==> config.mk <==
export PLATFORM = sky130hd
export DESIGN_NAME = time_of_day_clock_with_key_setter
export DESIGN_NICKNAME = d
export VERILOG_FILES = /design/src/tdc_pkg.sv /design/src/tdc_engine.sv /design/src/time_of_day_clock_with_key_setter.sv
export VERILOG_INCLUDE_DIRS = /design/src /design/src/src
export SDC_FILE = /design/constraint.sdc
export NUM_CORES = 1
export LEC_CHECK = 0
export ABC_AREA = 1
export BUFFER_PORTS_ARGS = -buffer_cell sky130_fd_sc_hd__buf_2
export CAP_MARGIN = 40
export CORE_MARGIN = 3
export CORE_UTILIZATION = 25
export DETAILED_ROUTE_END_ITERATION = 6
export SLEW_MARGIN = 40
export SYNTH_ARGS = -nofsm -noshare
export SYNTH_HDL_FRONTEND = slang
export SYNTH_HIERARCHICAL = 1
export SYNTH_SLANG_ARGS = --single-unit
==> constraint.sdc <==
create_clock -name i_clk -period 5.4 [get_ports i_clk]
set_input_delay 0 -clock i_clk [delete_from_list [all_inputs] [get_ports i_clk]]
set_output_delay 0 -clock i_clk [all_outputs]
set_load 0.02 [all_outputs]
==> src/time_of_day_clock_with_key_setter_macros.svh <==
// ----------------------------------------------------------------------------
// time-of-day clock assertion macros
// Concurrent assertion wrappers, compiled out when NO_ASSERTIONS is set.
// ----------------------------------------------------------------------------
`ifndef TIME_OF_DAY_CLOCK_WITH_KEY_SETTER_MACROS_SVH
`define TIME_OF_DAY_CLOCK_WITH_KEY_SETTER_MACROS_SVH

`ifndef NO_ASSERTIONS
// checked only outside reset
`define TDC_ASSERT(lbl, prop, msg) \
    lbl: assert property (@(posedge i_clk) disable iff (!i_rst_n) prop) else $error(msg);
// checked at every edge, reset included
`define TDC_ASSERT_ALWAYS(lbl, prop, msg) \
    lbl: assert property (@(posedge i_clk) prop) else $error(msg);
`else
`define TDC_ASSERT(lbl, prop, msg)
`define TDC_ASSERT_ALWAYS(lbl, prop, msg)
`endif

`endif

==> src/tdc_pkg.sv <==
// ----------------------------------------------------------------------------
// time-of-day clock package
// Item types, state record, codes and wrap helpers.
// ----------------------------------------------------------------------------
`default_nettype none

package tdc_pkg;

    // event codes
    localparam logic [1:0] FUNC_SECOND = 2'd0;
    localparam logic [1:0] FUNC_KEY    = 2'd1;
    localparam logic [1:0] FUNC_HOLD   = 2'd2;
    localparam logic [1:0] FUNC_BLINK  = 2'd3;

    // page codes
    localparam logic [1:0] PAGE_MAIN  = 2'd0;
    localparam logic [1:0] PAGE_CLOCK = 2'd1;
    localparam logic [1:0] PAGE_ALARM = 2'd2;

    // field codes
    localparam logic [1:0] FIELD_HOURS   = 2'd0;
    localparam logic [1:0] FIELD_MINUTES = 2'd1;
    localparam logic [1:0] FIELD_SECONDS = 2'd2;

    // key codes
    localparam logic [2:0] KEY_1 = 3'd1;
    localparam logic [2:0] KEY_2 = 3'd2;
    localparam logic [2:0] KEY_3 = 3'd3;
    localparam logic [2:0] KEY_4 = 3'd4;

    localparam logic [5:0]  HOUR_LAST   = 6'd23;
    localparam logic [5:0]  MINSEC_LAST = 6'd59;
    localparam logic [5:0]  FIELD_LAST  = 6'd2;
    localparam logic [15:0] HOLD_MAX    = 16'hFFFF;
    localparam logic [15:0] LIMIT_RESET = 16'd10000;

    typedef struct packed {
        logic [1:0] func;
        logic [2:0] key_code;
    } t_in_item;

    typedef struct packed {
        logic [4:0] hours;
        logic [5:0] minutes;
        logic [5:0] seconds;
        logic [4:0] alarm_hours;
        logic [5:0] alarm_minutes;
        logic [5:0] alarm_seconds;
        logic [1:0] page;
        logic [1:0] field_select;
        logic [2:0] led_pattern;
        logic [1:0] change_flags;
        logic [7:0] clock_edit_count;
        logic [7:0] alarm_edit_count;
    } t_out_item;

    typedef struct packed {
        logic [4:0]  clock_hours;
        logic [5:0]  clock_minutes;
        logic [5:0]  clock_seconds;
        logic [4:0]  set_alarm_hours;
        logic [5:0]  set_alarm_minutes;
        logic [5:0]  set_alarm_seconds;
        logic [1:0]  current_page;
        logic [1:0]  clock_field;
        logic [1:0]  alarm_field;
        logic [2:0]  previous_key;
        logic [15:0] hold_count;
        logic [1:0]  pending_flags;
        logic [7:0]  clock_edits;
        logic [7:0]  alarm_edits;
        logic        blink_phase;
    } t_state;

    localparam t_state STATE_RESET = '{
        clock_hours:       5'd11,
        clock_minutes:     6'd59,
        clock_seconds:     6'd50,
        set_alarm_hours:   5'd12,
        set_alarm_minutes: 6'd0,
        set_alarm_seconds: 6'd0,
        current_page:      PAGE_MAIN,
        clock_field:       FIELD_HOURS,
        alarm_field:       FIELD_HOURS,
        previous_key:      3'd0,
        hold_count:        16'd0,
        pending_flags:     2'd0,
        clock_edits:       8'd0,
        alarm_edits:       8'd0,
        blink_phase:       1'b0
    };

    function automatic logic [5:0] f_step_up(logic [5:0] v, logic [5:0] last);
        return (v >= last) ? 6'd0 : v + 6'd1;
    endfunction

    function automatic logic [5:0] f_step_down(logic [5:0] v, logic [5:0] last);
        return (v == 6'd0) ? last : v - 6'd1;
    endfunction

endpackage

`default_nettype wire

==> src/tdc_engine.sv <==
// ----------------------------------------------------------------------------
// time-of-day clock engine
// Clock, alarm and key state with its single-pass update per item.
// ----------------------------------------------------------------------------
`default_nettype none

module tdc_engine
    import tdc_pkg::*;
(
    input  wire logic        i_clk,
    input  wire logic        i_rst_n,
    input  wire logic        i_step,
    input  wire t_in_item    i_item,
    input  wire logic [15:0] i_long_press_limit,
    output t_out_item        o_result
);

    t_state r_state;
    t_state n_state;

    // raise or lower the selected field of the shown setting page
    function automatic t_state f_adjust(t_state s, logic raise);
        t_state     t;
        logic [1:0] fld;
        logic [5:0] h;
        logic [5:0] m;
        logic [5:0] sec;
        t   = s;
        fld = FIELD_HOURS;
        h   = 6'd0;
        m   = 6'd0;
        sec = 6'd0;
        if (s.current_page == PAGE_CLOCK) begin
            h   = {1'b0, s.clock_hours};
            m   = s.clock_minutes;
            sec = s.clock_seconds;
            fld = s.clock_field;
        end else if (s.current_page == PAGE_ALARM) begin
            h   = {1'b0, s.set_alarm_hours};
            m   = s.set_alarm_minutes;
            sec = s.set_alarm_seconds;
            fld = s.alarm_field;
        end
        case (fld)
            FIELD_HOURS:   h   = raise ? f_step_up(h, HOUR_LAST)
                                       : f_step_down(h, HOUR_LAST);
            FIELD_MINUTES: m   = raise ? f_step_up(m, MINSEC_LAST)
                                       : f_step_down(m, MINSEC_LAST);
            FIELD_SECONDS: sec = raise ? f_step_up(sec, MINSEC_LAST)
                                       : f_step_down(sec, MINSEC_LAST);
            default: ;
        endcase
        if (s.current_page == PAGE_CLOCK) begin
            t.clock_hours      = h[4:0];
            t.clock_minutes    = m;
            t.clock_seconds    = sec;
            t.pending_flags[0] = 1'b1;
        end else if (s.current_page == PAGE_ALARM) begin
            t.set_alarm_hours   = h[4:0];
            t.set_alarm_minutes = m;
            t.set_alarm_seconds = sec;
            t.pending_flags[1]  = 1'b1;
        end
        return t;
    endfunction

    always_comb begin
        logic [2:0] diff;
        logic [2:0] press;
        logic [2:0] release_code;
        logic [5:0] tmp;
        n_state      = r_state;
        diff         = i_item.key_code ^ r_state.previous_key;
        press        = i_item.key_code & diff;
        release_code = ~i_item.key_code & diff;
        tmp          = 6'd0;
        unique case (i_item.func)
            FUNC_SECOND: begin
                // clock stands still while it is being set
                if (n_state.current_page != PAGE_CLOCK) begin
                    if (n_state.clock_seconds >= MINSEC_LAST) begin
                        n_state.clock_seconds = 6'd0;
                        if (n_state.clock_minutes >= MINSEC_LAST) begin
                            n_state.clock_minutes = 6'd0;
                            tmp = f_step_up({1'b0, n_state.clock_hours}, HOUR_LAST);
                            n_state.clock_hours = tmp[4:0];
                        end else begin
                            n_state.clock_minutes = n_state.clock_minutes + 6'd1;
                        end
                    end else begin
                        n_state.clock_seconds = n_state.clock_seconds + 6'd1;
                    end
                end
            end
            FUNC_KEY: begin
                n_state.previous_key = i_item.key_code;
                if (press == KEY_1) begin
                    if (n_state.current_page != PAGE_ALARM) begin
                        n_state.current_page = (n_state.current_page == PAGE_MAIN)
                                             ? PAGE_CLOCK : PAGE_MAIN;
                        if (n_state.pending_flags[0]) begin
                            n_state.clock_edits      = n_state.clock_edits + 8'd1;
                            n_state.pending_flags[0] = 1'b0;
                        end
                    end else begin
                        tmp = f_step_up({4'd0, n_state.alarm_field}, FIELD_LAST);
                        n_state.alarm_field = tmp[1:0];
                    end
                end
                if (press == KEY_2) begin
                    if (n_state.current_page != PAGE_CLOCK) begin
                        n_state.current_page = (n_state.current_page == PAGE_MAIN)
                                             ? PAGE_ALARM : PAGE_MAIN;
                        if (n_state.pending_flags[1]) begin
                            n_state.alarm_edits      = n_state.alarm_edits + 8'd1;
                            n_state.pending_flags[1] = 1'b0;
                        end
                    end else begin
                        tmp = f_step_up({4'd0, n_state.clock_field}, FIELD_LAST);
                        n_state.clock_field = tmp[1:0];
                    end
                end
                if (press == KEY_3 || press == KEY_4) begin
                    n_state.hold_count = 16'd0;
                end
                // short press acts on release, long hold repeats per sample
                if (n_state.hold_count < i_long_press_limit) begin
                    if (release_code == KEY_3) n_state = f_adjust(n_state, 1'b1);
                    if (release_code == KEY_4) n_state = f_adjust(n_state, 1'b0);
                end else begin
                    if (i_item.key_code == KEY_3) n_state = f_adjust(n_state, 1'b1);
                    if (i_item.key_code == KEY_4) n_state = f_adjust(n_state, 1'b0);
                end
            end
            FUNC_HOLD: begin
                if (n_state.hold_count != HOLD_MAX) begin
                    n_state.hold_count = n_state.hold_count + 16'd1;
                end
            end
            FUNC_BLINK: begin
                if (n_state.current_page == PAGE_MAIN) begin
                    n_state.blink_phase = ~n_state.blink_phase;
                end
            end
            default: ;
        endcase
        if (n_state.current_page != PAGE_MAIN) begin
            n_state.blink_phase = 1'b0;
        end
    end

    always_ff @(posedge i_clk) begin
        if (!i_rst_n) begin
            r_state <= STATE_RESET;
        end else if (i_step) begin
            r_state <= n_state;
        end
    end

    always_comb begin
        o_result.hours            = n_state.clock_hours;
        o_result.minutes          = n_state.clock_minutes;
        o_result.seconds          = n_state.clock_seconds;
        o_result.alarm_hours      = n_state.set_alarm_hours;
        o_result.alarm_minutes    = n_state.set_alarm_minutes;
        o_result.alarm_seconds    = n_state.set_alarm_seconds;
        o_result.page             = n_state.current_page;
        o_result.change_flags     = n_state.pending_flags;
        o_result.clock_edit_count = n_state.clock_edits;
        o_result.alarm_edit_count = n_state.alarm_edits;
        o_result.led_pattern      = {n_state.current_page == PAGE_ALARM,
                                     n_state.current_page == PAGE_CLOCK,
                                     n_state.blink_phase};
        if (n_state.current_page == PAGE_CLOCK) begin
            o_result.field_select = n_state.clock_field;
        end else if (n_state.current_page == PAGE_ALARM) begin
            o_result.field_select = n_state.alarm_field;
        end else begin
            o_result.field_select = FIELD_HOURS;
        end
    end

endmodule

`default_nettype wire

==> src/time_of_day_clock_with_key_setter.sv <==
// ----------------------------------------------------------------------------
// time-of-day clock with key setter
// Clock and alarm kept from second ticks, key samples, hold and blink ticks.
// ----------------------------------------------------------------------------
// Each item (second tick, key sample, hold tick or blink tick) is captured in
// an input register, passes through the combinational state update, and the
// resulting clock, alarm, page, LED and edit-count snapshot lands in an output
// register. One item is taken every cycle while results are drained, the state
// update being a single combinational pass. Stall on the output propagates to
// the input only when both registers are full. After reset the clock reads
// 11:59:50 and the alarm 12:00:00; keys 3 and 4 auto-repeat once the hold
// counter reaches the long-press limit (reset 10000), which may be rewritten
// while idle.
`default_nettype none

`include "time_of_day_clock_with_key_setter_macros.svh"

module time_of_day_clock_with_key_setter
    import tdc_pkg::*;
(
    input  wire logic        i_clk,
    input  wire logic        i_rst_n,
    input  wire logic        i_valid,
    output logic             o_stall,
    input  wire t_in_item    i_item,
    output logic             o_valid,
    input  wire logic        i_stall,
    output t_out_item        o_item,
    input  wire logic        i_cfg_wr_en,
    input  wire logic [15:0] i_cfg_wr_data
);

    logic        r_in_valid;
    t_in_item    r_in_item;
    logic        r_out_valid;
    t_out_item   r_out_item;
    logic [15:0] r_limit;
    logic        advance;
    logic        accept;
    t_out_item   result;

    assign advance = r_in_valid && (!r_out_valid || !i_stall);
    assign o_stall = r_in_valid && r_out_valid && i_stall;
    assign accept  = i_valid && !o_stall;
    assign o_valid = r_out_valid;
    assign o_item  = r_out_item;

    always_ff @(posedge i_clk) begin
        if (!i_rst_n) begin
            r_limit <= LIMIT_RESET;
        end else if (i_cfg_wr_en) begin
            r_limit <= i_cfg_wr_data;
        end
    end

    always_ff @(posedge i_clk) begin
        if (!i_rst_n) begin
            r_in_valid <= 1'b0;
        end else if (accept) begin
            r_in_valid <= 1'b1;
        end else if (advance) begin
            r_in_valid <= 1'b0;
        end
    end

    always_ff @(posedge i_clk) begin
        if (accept) begin
            r_in_item <= i_item;
        end
    end

    always_ff @(posedge i_clk) begin
        if (!i_rst_n) begin
            r_out_valid <= 1'b0;
        end else if (advance) begin
            r_out_valid <= 1'b1;
        end else if (!i_stall) begin
            r_out_valid <= 1'b0;
        end
    end

    always_ff @(posedge i_clk) begin
        if (advance) begin
            r_out_item <= result;
        end
    end

    tdc_engine u_engine (
        .i_clk              (i_clk),
        .i_rst_n            (i_rst_n),
        .i_step             (advance),
        .i_item             (r_in_item),
        .i_long_press_limit (r_limit),
        .o_result           (result)
    );

    `TDC_ASSERT(a_stall_needs_full_input, o_stall |-> r_in_valid && r_out_valid, "stall with free slot")
    `TDC_ASSERT(a_step_gives_result, advance |=> o_valid, "processed item gave no result")
    `TDC_ASSERT(a_blink_main_only, o_valid && o_item.page != PAGE_MAIN |-> !o_item.led_pattern[0], "blink off main page")
    `TDC_ASSERT_ALWAYS(a_reset_empties, !i_rst_n |=> !o_valid && !r_in_valid, "pipeline not empty after reset")

endmodule

`default_nettype wire
# == Word-level counts from Yosys, hierarchy flattened ==
# Cells that the tools add are included.
# word_totals
register_bits,160
elab_cells,298
out_inout_bits,61
input_bits,26
# classes
bitwise,5
magnitude_cmp,12
add_sub_neg,20
n_eq_ne,33
n_reduce_logical,27
mux,169
# op_table
operator,n
78-bit 2-to-1 mux,9
6-bit 2-to-1 mux,69
17-bit 2-to-1 mux,13
5-bit 2-to-1 mux,13
2-bit 2-to-1 mux,30
16-bit 2-to-1 mux,3
6-bit by 1-bit adder with 6-bit output (second input constant),6
6-bit >= comparator (second input constant),6
6-bit logical NOT,6
17-bit case mux with 2 select lines,1
8-bit 2-to-1 mux,4
16-bit case mux with 2 select lines,1
26-bit 2-to-1 mux,1
6-bit by 1-bit subtractor with 6-bit output (second input constant),4
2-bit equality test (second input constant),10
2-bit by 1-bit equality test with 1-bit output (second input constant),9
1-bit 2-to-1 mux,18
18-bit 2-to-1 mux,1
9-bit 2-to-1 mux,2
16-bit by 1-bit adder with 16-bit output (second input constant),1
8-bit by 1-bit adder with 8-bit output (second input constant),2
16-bit < comparator,1
16-bit inequality test (second input constant),1
5-bit by 1-bit adder with 5-bit output (second input constant),3
other kinds (24),52

# == Depth between registers and ports, before layout ==
# Gate-level depths: netlist (run 1).
# logic_depth
depth_word,41
ltp_mapped,37
ltp_nobuf,36

# == Hierarchy ==
# Netlist (run 1), hierarchy kept.
# modules_own_cells
module,instances,cells_per_inst,seq_area_each_um2,area_per_inst_um2
tdc_engine,1,1955,1561.5,10817.9
time_of_day_clock_with_key_setter,1,145,2282.2,2558.7

# == Least setup slack after synthesis (run 1) ==
# No wires, ideal clock.
# synth_path
kind,flip-flop to flip-flop
startpoint,register r_out_valid (netlist: o_valid)
endpoint,register u_engine/r_state[24] in the netlist's numbering
path_buffers,1
t_required_ns,5.284
path_slack_ns,0.789
setup_ns,0.116
period_less_slack_ns,4.611
arrival_ns,4.494
path_stages_with_launch,10
cell_sequence,dfxtp_1 a21oi_1 inv_1 nor2_1 inv_1 nand2_1 clkbuf_1 o311ai_0 o211ai_1 inv_1
# synth_via
elab_chain_len,4
# synth_lines
item,line,text
start: declaration,time_of_day_clock_with_key_setter.sv:35,logic r_out_valid;
start signal: assignment,time_of_day_clock_with_key_setter.sv:74,r_out_valid <= 1'b0;
start signal: assignment,time_of_day_clock_with_key_setter.sv:76,r_out_valid <= 1'b1;
start signal: assignment,time_of_day_clock_with_key_setter.sv:78,r_out_valid <= 1'b0;
1-bit logical NOT,time_of_day_clock_with_key_setter.sv:42,assign advance = r_in_valid && (!r_out_valid || !i_stall);
1-bit logical OR,time_of_day_clock_with_key_setter.sv:42,
1-bit logical AND,time_of_day_clock_with_key_setter.sv:42,
net advance,time_of_day_clock_with_key_setter.sv:38,logic advance;
3-bit AND reduction (no source line),-,
end signal: assignment,tdc_engine.sv:156,r_state <= n_state;
end: declaration,tdc_engine.sv:18,t_state r_state;
# The timed path passes the listed nets, and every way through them passes these cells.
# A chain may end at the register's enable or synchronous reset.

==> reports/qor.csv, run 1 <==
stage,metric,value,unit
yosys,Post-synth top flop,dfxtp_1,
floorplan,I/O Pins,87,
cells_and_area,area grow syn2layout,12.4,%
floorplan,row cnt,84,
clocking,"Clk pin slew, worst setup/hold paths",0.07,ns
global_routing,grt total ovfl,0,
timing,Final WS setup,0.682,ns
yosys,ranking of synthesized cells by area,"nand2_1 (15%), dfxtp_1 (14%), edfxtp_1 (14%)",
drt,detailed router's first-iteration violation count,1592,
drt,Via density,4.94,
run,max_cap viols,0,
yosys,"FF+latch count, synth",160,
worst_setup_path,"Max FO, Critical Path",37,
worst_setup_path,CP Class,reg -> reg,
global_routing,first-pass GRT wire length,70900,um
yosys,"Avg Cell Area, Syn",6.37,um2
worst_setup_path,element type at the critical path end,register,
floorplan,Initial Util,25.4,%
worst_setup_path,crit start category,register,
yosys,synth unique cells,57,
cells_and_area,utilization after layout,28.5,%
floorplan,Die Y,237,um
cells_and_area,most frequent cells in the layout,"nand2_1 (547), inv_1 (226), nand3_1 (226), nor2_1 (192), a21oi_1 (146)",
drt,drt total wl,45400,um
pwr,VDD IR max,0.238,mV
drt,uppermost layer routed,met4,
cells_and_area,"commonest non-fill, non-tap cell in the layout",nand2_1,
timing,Pins Over Slew Limit,0,
drt,wire length on met3,3770,um
cells_and_area,layout cells sized above 1,10.8,%
yosys,sequential share of the synthesized area,28.7,%
timing,Final setup viols,0,
timing,Worst slew margin,43.3,%
timing,worst-margin pin slew,0.850,ns
global_routing,largest net degree at the start of global routing,76,
cells_and_area,register area,3840,um2
timing,Final Hold Viols,0,
drt,via count,13900,
clocking,CTS tree,yes,
drt,wire per inst,16.1,um
yosys,Post-synth EDFFs,64,
timing,fmax,212,MHz
pwr,pwr dens,235,nW/um2
yosys,Ys Warns,6,
drt,ANT nets after route,0,
worst_setup_path,Slowest cell on crit path,buf_4,
worst_setup_path,most frequent CP cell,nand2_1,
clocking,Worst-Skew Late Latency,0.47,ns
worst_setup_path,"slowest stage delay, CP",0.48,ns
drt,DRC viols,0,
global_routing,vias in the first global route,12700,
timing,clk_skew,0.0215,ns
timing,min Tclk post-route,4.72,ns
placement,pre-CTS WS,0.757,ns
clocking,Sink Count,160,
yosys,Synth top area share,15.3,%
yosys,asr flop ratio synth,0,%
timing,RSZ-0062 raised after global routing,no,
placement,IO buf count,86,
clocking,Clock Root Buffer,clkbuf_16,
worst_setup_path,reg2reg setup slack,0.68,ns
timing,Final Cycle Share,87.4,%
placement,HPWL after DPL,30600,um
worst_hold_path,hold crit path type,in -> reg,
yosys,post-synthesis cell count,2100,
timing,Hold WS,0.0653,ns
clocking,H-tree depth,4,
cells_and_area,final net count,2170,
drt,Initial DRT Pass Iterations,6,
clocking,post-CTS sizing,0,
placement,routability cong.,0.899,
worst_setup_path,crit path DAT,5.05,ns
global_routing,initial antenna violation count,0,
global_routing,gr usage total,15.9,%
clocking,number of CTS-inserted buffers,17,
pwr,Leakage,6.53,nW
drt,DR WL met2,20300,um
cells_and_area,Antenna Cells,0,
worst_setup_path,Critical Path RT,5.73,ns
floorplan,total die area,56300,um2
cells_and_area,Multi-input gate area,7790,um2
cells_and_area,FILL cells,5870,
floorplan,die width,237,um
drt,Metal-1 WL,20300,um
timing,Setup TNS Final,0,ns
yosys,mapped cell area,13400,um2
clocking,CTS max path bufs,2,
floorplan,Core Area,52800,um2
run_status,status,completed,
yosys,Syn Nets,2156,
yosys,Synth area leader,nand2_1,
[power breakdown]
group	switching (W)	total [W]	internal [W]
Clock	0.000570	0.00123	0.000662
Sequential	0.0000622	0.00140	0.00133
Combinational	0.000629	0.000911	0.000283
Total	0.00126	0.00354	0.00228
[layer usage]
metal	vias up	global-route usage [%]
met4	0	5.35
met1	6341	21.4
met5	-	0
met3	80	3.43
met2	564	25.2
li1	6926	-
[logic make-up (layout without fill, tap and decap cells)]
group / Yosys count / after routing / synth area share, %
AO/OA/AOI/OAI: 392 / 392 / 16.7
buffers and inverters: 399 / 426 / 13.4
flip-flops: 160 / 160 / 28.7
XOR/XNOR: 26 / 26 / 1.70
adder cells (fa/ha/maj): 30 / 30 / 2.81
AND/OR/NAND/NOR: 1093 / 1093 / 36.7
[per-stage QoR]
stage               instances  total power [W]  area [um2]
floorplan                2100          0.00210       13400
global placement         2743          0.00230       14000
CTS                      2815          0.00357       15000
detailed placement       2744          0.00230       14100
global route             2815          0.00374       15000
finish                   2815          0.00354       15000
[repair_timing]
| item | in CTS | in global routing |
|---|---|---|
| endpoints found under the hold margin | 37 | 0 |
| setup buffers | 0 | 0 |
| hold buffers | 39 | 0 |
[cells in the mapped netlist (22+ instances only)]
master,number
nand3_1,226
nor2_1,194
a21oi_1,147
nor3_1,28
o211ai_1,24
clkbuf_1,60
ha_1,30
buf_2,22
o21ai_0,127
inv_1,228
dfxtp_1,96
buf_4,61
nand4_1,33
edfxtp_1,64
o21ai_1,26
nand2_1,547
[cell type report]
class	count	share of cell area, %
clock buffers	21	3.27
clock inverters	11	0.582
well taps	688	5.72
inverters	244	6.22
multi-input cells	1541	51.8
flip-flops and latches	160	25.6
repair buffers	150	6.86
[flip-flops by register name (all words and copies together) (netlist names)]
| register | count |
|---|---|
| u_engine/r_state | 78 |
| o_item | 59 |
| r_limit | 16 |
| r_in_item | 5 |
| o_valid | 1 |
| r_in_valid | 1 |
[worst paths after layout]
kind | cells past startpoint | end | startpoint
hold / removal | 3 | r_limit[6]$_SDFFE_PN0P_ | i_cfg_wr_en
setup / recovery | 28 | o_item[35]$_DFFE_PP_ | r_in_item[1]$_DFFE_PP_
setup reg to reg | 28 | o_item[35]$_DFFE_PP_ | r_in_item[1]$_DFFE_PP_
hold reg to reg | 2 | r_limit[8]$_SDFFE_PN1P_ | r_limit[8]$_SDFFE_PN1P_
[worst max-delay path: cells and delay by family, from the launching register on]
kind | cells | cell delay (ns)
AOI/OAI and AO/OA | 2 | 0.31
xor gates and xnor gates | 1 | 0.29
adders and majority gates | 2 | 0.43
buffers and inverters | 5 | 0.77
DFF | 1 | 0.43
and+or+nand+nor | 18 | 2.32
Note: power is estimated with default switching activity, not from simulation.
==> run 2, diff against run 1 <==
ABC_CLOCK_PERIOD_IN_PS = 5400   (was unset)
MAX_ROUTING_LAYER = met4   (was unset)
==> run 2 against run 1 <==
Maximum frequency is 0.50% lower. Global-route usage is 0.47 points higher. Flip-flop and latch count stayed put. Clock skew hardly changed. Count of clock-buffer cells in the layout stayed put. Worst hold slack worse by 0.012 ns. Sequential power hardly changed. Non-clock buffer count stayed put.
==> reports/qor.csv, run 2 (synthesized netlist as in run 1, its figures left out) <==
stage,metric,value,unit
run_status,status,completed,
timing,Final setup viols,0,
floorplan,Core Area,52800,um2
worst_setup_path,crit start category,register,
placement,Placed Instance Area,14100,um2
clocking,H-tree depth,4,
floorplan,row cnt,84,
cells_and_area,Biggest register,u_engine/r_state,
floorplan,total die area,56300,um2
clocking,number of CTS-inserted buffers,17,
pwr,switching pwr,0.00126,W
timing,clk_skew,0.0217,ns
worst_setup_path,Critical Path RT,5.62,ns
clocking,Sink Count,160,
pwr,power share of the combinational group,25.8,%
global_routing,vias in the first global route,12700,
cells_and_area,FILL cells,5870,
timing,Setup TNS Final,0,ns
worst_hold_path,hold path depth,3,
worst_setup_path,CP Class,reg -> reg,
clocking,Post-CTS Setup Repair Bufs,0,
worst_setup_path,R2R cell count,28,
timing,Worst slew margin,43.2,%
worst_setup_path,Slowest cell on crit path,buf_4,
worst_setup_path,most frequent CP cell,nand2_1,
worst_setup_path,element type at the critical path end,register,
worst_hold_path,hold crit path type,in -> reg,
pwr,Sw Ratio,35.6,%
drt,detailed router's first-iteration violation count,1543,
floorplan,Die Y,237,um
clocking,CTS max path bufs,2,
global_routing,largest net degree at the start of global routing,76,
global_routing,gr usage total,16.3,%
drt,ANT nets after route,0,
cells_and_area,max reg flops,78,
pwr,Clock power frac,34.8,%
clocking,"Clk pin slew, worst setup/hold paths",0.07,ns
timing,RSZ-0062 raised after global routing,no,
placement,HPWL after DPL,30600,um
drt,drt total wl,45500,um
pwr,P_int,0.00228,W
floorplan,I/O Pins,87,
cells_and_area,most frequent cells in the layout,"nand2_1 (547), inv_1 (226), nand3_1 (226), nor2_1 (192), a21oi_1 (146)",
pwr,pwr dens,235,nW/um2
clocking,Worst-Skew Late Latency,0.47,ns
pwr,VDD IR max,0.239,mV
timing,fmax,211,MHz
pwr,Leakage,6.53,nW
cells_and_area,Antenna Cells,0,
timing,Final Cycle Share,87.8,%
drt,wire per inst,16.2,um
cells_and_area,"commonest non-fill, non-tap cell in the layout",nand2_1,
drt,via count,13900,
cells_and_area,final net count,2170,
global_routing,first-pass GRT wire length,70900,um
drt,Via density,4.95,
clocking,# hold bufs at CTS,39,
timing,worst-margin pin slew,0.852,ns
run,max_cap viols,0,
timing,Pins Over Slew Limit,0,
global_routing,initial antenna violation count,0,
floorplan,die width,237,um
worst_setup_path,crit path DAT,4.96,ns
worst_setup_path,reg2reg setup slack,0.66,ns
clocking,post-CTS sizing,0,
timing,min Tclk post-route,4.74,ns
floorplan,Initial Util,25.4,%
cells_and_area,layout cells sized above 1,10.8,%
cells_and_area,post-route cell area,15000,um2
drt,DRC viols,0,
worst_setup_path,"slowest stage delay, CP",0.48,ns
clocking,Clock Root Buffer,clkbuf_16,
cells_and_area,area grow syn2layout,12.4,%
drt,Initial DRT Pass Iterations,6,
clocking,CTS tree,yes,
pwr,Reg power frac,39.4,%
placement,IO buf count,86,
global_routing,grt total ovfl,0,
timing,Final Hold Viols,0,
placement,routability cong.,0.916,
worst_setup_path,"Max FO, Critical Path",37,
-- run 2: metrics by stage --
step | hold WS, ns | util [%] | total power [W] | setup WS (ns) | instances
CTS | 0.00946 | 28.5 | 0.00357 | 0.733 | 2815
floorplan | 0.0989 | - | 0.00210 | 0.789 | 2100
finish | 0.0536 | 28.5 | 0.00354 | 0.659 | 2815
global route | 0.0481 | 28.5 | 0.00374 | 0.139 | 2815
detailed placement | 0.180 | 26.7 | 0.00230 | 0.757 | 2744
global placement | 0.178 | 26.6 | 0.00230 | 0.796 | 2743
-- run 2: worst paths after layout --
check	to	start
max reg2reg	o_item[35]$_DFFE_PP_	r_in_item[1]$_DFFE_PP_
max	o_item[35]$_DFFE_PP_	r_in_item[1]$_DFFE_PP_
min	r_limit[6]$_SDFFE_PN0P_	i_cfg_wr_en
min reg2reg	r_limit[8]$_SDFFE_PN1P_	r_limit[8]$_SDFFE_PN1P_
-- run 2: area by class of cell --
cell class	count	area, um2	area share (%)
Tap cell	688	861	5.72
Clock buffer	21	492	3.27
Clock inverter	11	87.6	0.582
Multi-Input combinational cell	1541	7790	51.8
Sequential cell	160	3840	25.6
Timing Repair Buffer	150	1030	6.86
Inverter	244	936	6.22
-- run 2: power by group through the flow --
| stage | logic (W) | clock network (W) | registers (W) |
|---|---|---|---|
| finish | 0.000912 | 0.00123 | 0.00140 |
| global route | 0.00102 | 0.00132 | 0.00140 |
| CTS | 0.000900 | 0.00128 | 0.00140 |
| detailed placement | 0.000872 | 0 | 0.00142 |
| global placement | 0.000871 | 0 | 0.00142 |
| floorplan | 0.000666 | 0 | 0.00143 |
-- run 2: metal layers --
layer | wire length (um) | track usage (%) | vias up
li1 | - | - | 6923
met1 | 20300 | 21.4 | 6361
met2 | 20500 | 25.2 | 593
met3 | 3640 | 3.30 | 69
met4 | 1100 | 5.35 | 0
met5 | 0 | - | -
-- run 2: worst max-delay path, delay by kind of cell (launching register included) --
family          cells  cell delay (ns)
compound gates      3             0.54
xor+xnor            1             0.12
fa+ha+maj           2             0.45
buf+inv             5             0.76
flops               1             0.43
simple gates       17             2.16
==> run 3, diff against run 2 <==
ABC_CLOCK_PERIOD_IN_PS = 5800   (was 5400)
clock period = 5.8 ns   (was 5.4 ns; I/O delays follow)
==> run 3 against run 2 <==
Sequential power down 7%. Via count down 1.3%. Combinational power down 7.7%.
==> reports/qor.csv, run 3 (synthesized netlist as in run 1, its figures left out) <==
stage,metric,value,unit
pwr,pwr dens,218,nW/um2
worst_setup_path,crit start category,register,
cells_and_area,post-route cell area,14900,um2
drt,wire per inst,16.0,um
placement,Placed Instance Area,14000,um2
worst_setup_path,R2R cell count,32,
worst_setup_path,element type at the critical path end,register,
clocking,Post-CTS Setup Repair Bufs,0,
drt,Initial DRT Pass Iterations,6,
run_status,status,completed,
worst_setup_path,Critical Path RT,6.00,ns
pwr,Sw Ratio,35.5,%
timing,Final Cycle Share,82.9,%
worst_setup_path,CP Class,reg -> reg,
placement,HPWL after DPL,30800,um
drt,drt total wl,44800,um
timing,Pins Over Slew Limit,0,
global_routing,grt total ovfl,0,
drt,ANT nets after route,0,
pwr,switching pwr,0.00116,W
cells_and_area,most frequent cells in the layout,"nand2_1 (547), inv_1 (226), nand3_1 (226), nor2_1 (192), a21oi_1 (146)",
pwr,power share of the combinational group,25.9,%
global_routing,vias in the first global route,12600,
clocking,"Clk pin slew, worst setup/hold paths",0.07,ns
run,max_cap viols,0,
cells_and_area,"commonest non-fill, non-tap cell in the layout",nand2_1,
placement,routability cong.,0.935,
timing,fmax,208,MHz
timing,clk_skew,0.0116,ns
pwr,Reg power frac,39.9,%
cells_and_area,final net count,2160,
floorplan,die width,237,um
global_routing,first-pass GRT wire length,70000,um
floorplan,total die area,56300,um2
drt,detailed router's first-iteration violation count,1338,
cells_and_area,Biggest register,u_engine/r_state,
clocking,Clock Root Buffer,clkbuf_16,
worst_setup_path,Reg-to-Reg Start,r_in_item[1]$_DFFE_PP_,
worst_setup_path,most frequent CP cell,nand2_1,
floorplan,Initial Util,25.4,%
floorplan,Die Y,237,um
worst_setup_path,"slowest stage delay, CP",0.44,ns
cells_and_area,FILL cells,5952,
floorplan,I/O Pins,87,
timing,RSZ-0062 raised after global routing,no,
worst_setup_path,crit path DAT,5.01,ns
placement,Inst Count DP,2743,
cells_and_area,area grow syn2layout,11.4,%
timing,Worst slew margin,43.1,%
worst_hold_path,hold crit path type,in -> reg,
timing,Final Hold Viols,0,
cells_and_area,layout cells sized above 1,10.7,%
worst_setup_path,"Max FO, Critical Path",34,
worst_setup_path,Slowest cell on crit path,edfxtp_1,
clocking,Sink Count,160,
clocking,H-tree depth,4,
clocking,number of CTS-inserted buffers,17,
global_routing,gr usage total,16.0,%
pwr,Leakage,6.45,nW
pwr,VDD IR max,0.211,mV
drt,DRC viols,0,
drt,via count,13800,
placement,IO buf count,86,
clocking,CTS tree,yes,
timing,Final setup viols,0,
floorplan,row cnt,84,
clocking,post-CTS sizing,0,
cells_and_area,Antenna Cells,0,
timing,worst-margin pin slew,0.853,ns
cells_and_area,max reg flops,78,
worst_setup_path,crit path from,r_in_item[1]$_DFFE_PP_,
global_routing,initial antenna violation count,1,
clocking,Worst-Skew Late Latency,0.45,ns
worst_setup_path,R2R Path End,o_item[29]$_DFFE_PP_,
clocking,CTS max path bufs,2,
worst_setup_path,crit path to,o_item[29]$_DFFE_PP_,
worst_setup_path,reg2reg setup slack,0.99,ns
pwr,Clock power frac,34.2,%
global_routing,largest net degree at the start of global routing,65,
timing,min Tclk post-route,4.81,ns
floorplan,Core Area,52800,um2
timing,Setup TNS Final,0,ns
cells_and_area,fin cells,2805,
pwr,P_int,0.00210,W
drt,Via density,4.90,
==> run 3: cell count changes in the layout (fill, tap and decap cells not counted), moves of 2 or more <==
cell / change
dlygate4sd3_1: -9
buf_4: +2
clkbuf_1: +2
clkbuf_8: -3
==> run 3: worst min path at each step <==
stage           startpoint                  endpoint  depth (start not counted)
5_1_grt        i_cfg_wr_en  r_limit[14]$_SDFFE_PN0P_                          3
4_1_cts        i_cfg_wr_en   r_limit[5]$_SDFFE_PN0P_                          3
3_5_place_dp     i_item[2]    r_in_item[2]$_DFFE_PP_                          1
2_1_floorplan    i_item[0]    r_in_item[0]$_DFFE_PP_                          0
3_3_place_gp     i_item[4]    r_in_item[4]$_DFFE_PP_                          1
6_report       i_cfg_wr_en  r_limit[14]$_SDFFE_PN0P_                          3
==> run 3: power groups by stage <==
stage	clock network, W	logic [W]	registers, W
after floorplan	0	0.000620	0.00133
after detailed placement	0	0.000814	0.00132
after global routing	0.00119	0.000939	0.00131
after global placement	0	0.000814	0.00132
after CTS	0.00115	0.000834	0.00130
final	0.00111	0.000842	0.00130
==> run 3: critical path, delay by kind of cell, from the launching register on <==
family | cells | cell delay, ns
AOI/OAI and AO/OA | 5 | 0.63
and+or+nand+nor | 17 | 2.49
buffers and inverters | 7 | 0.50
adders and majority gates | 2 | 0.33
xor gates and xnor gates | 1 | 0.14
DFF | 1 | 0.44
==> run 3: timing repair <==
action / CTS / global route
endpoints found under the hold margin: 23 / 0
hold buffers: 30 / 0
endpoints found under the setup margin: 0 / 0
==> run 3: through the flow <==
step	setup slack [ns]	hold WS, ns	total power [W]	util, %
2_1_floorplan	1.19	0.0989	0.00195	-
3_3_place_gp	1.29	0.178	0.00214	26.6
3_5_place_dp	1.13	0.181	0.00214	26.6
4_1_cts	1.09	0.00331	0.00328	28.2
5_1_grt	0.565	0.0428	0.00344	28.2
6_report	0.993	0.0271	0.00326	28.2
==> run 3: metal layers <==
metal | routed length (um) | up-vias | share of wire [%] | global-route usage [%]
met5 | 0 | - | 0 | -
met4 | 649 | 0 | 1.4 | 3.80
met3 | 3460 | 51 | 7.7 | 2.69
met2 | 20300 | 535 | 45 | 25.5
met1 | 20400 | 6273 | 46 | 21.4
li1 | - | 6899 | - | -
==> run 3: layout make-up <==
type / count / area, um2 / area share (%)
clock buffer: 19 / 433 / 2.91
inverter: 244 / 933 / 6.26
tap: 688 / 861 / 5.78
multi-input combinational: 1541 / 7790 / 52.3
timing repair buffer: 140 / 911 / 6.11
clock inverter: 13 / 126 / 0.848
sequential: 160 / 3840 / 25.8
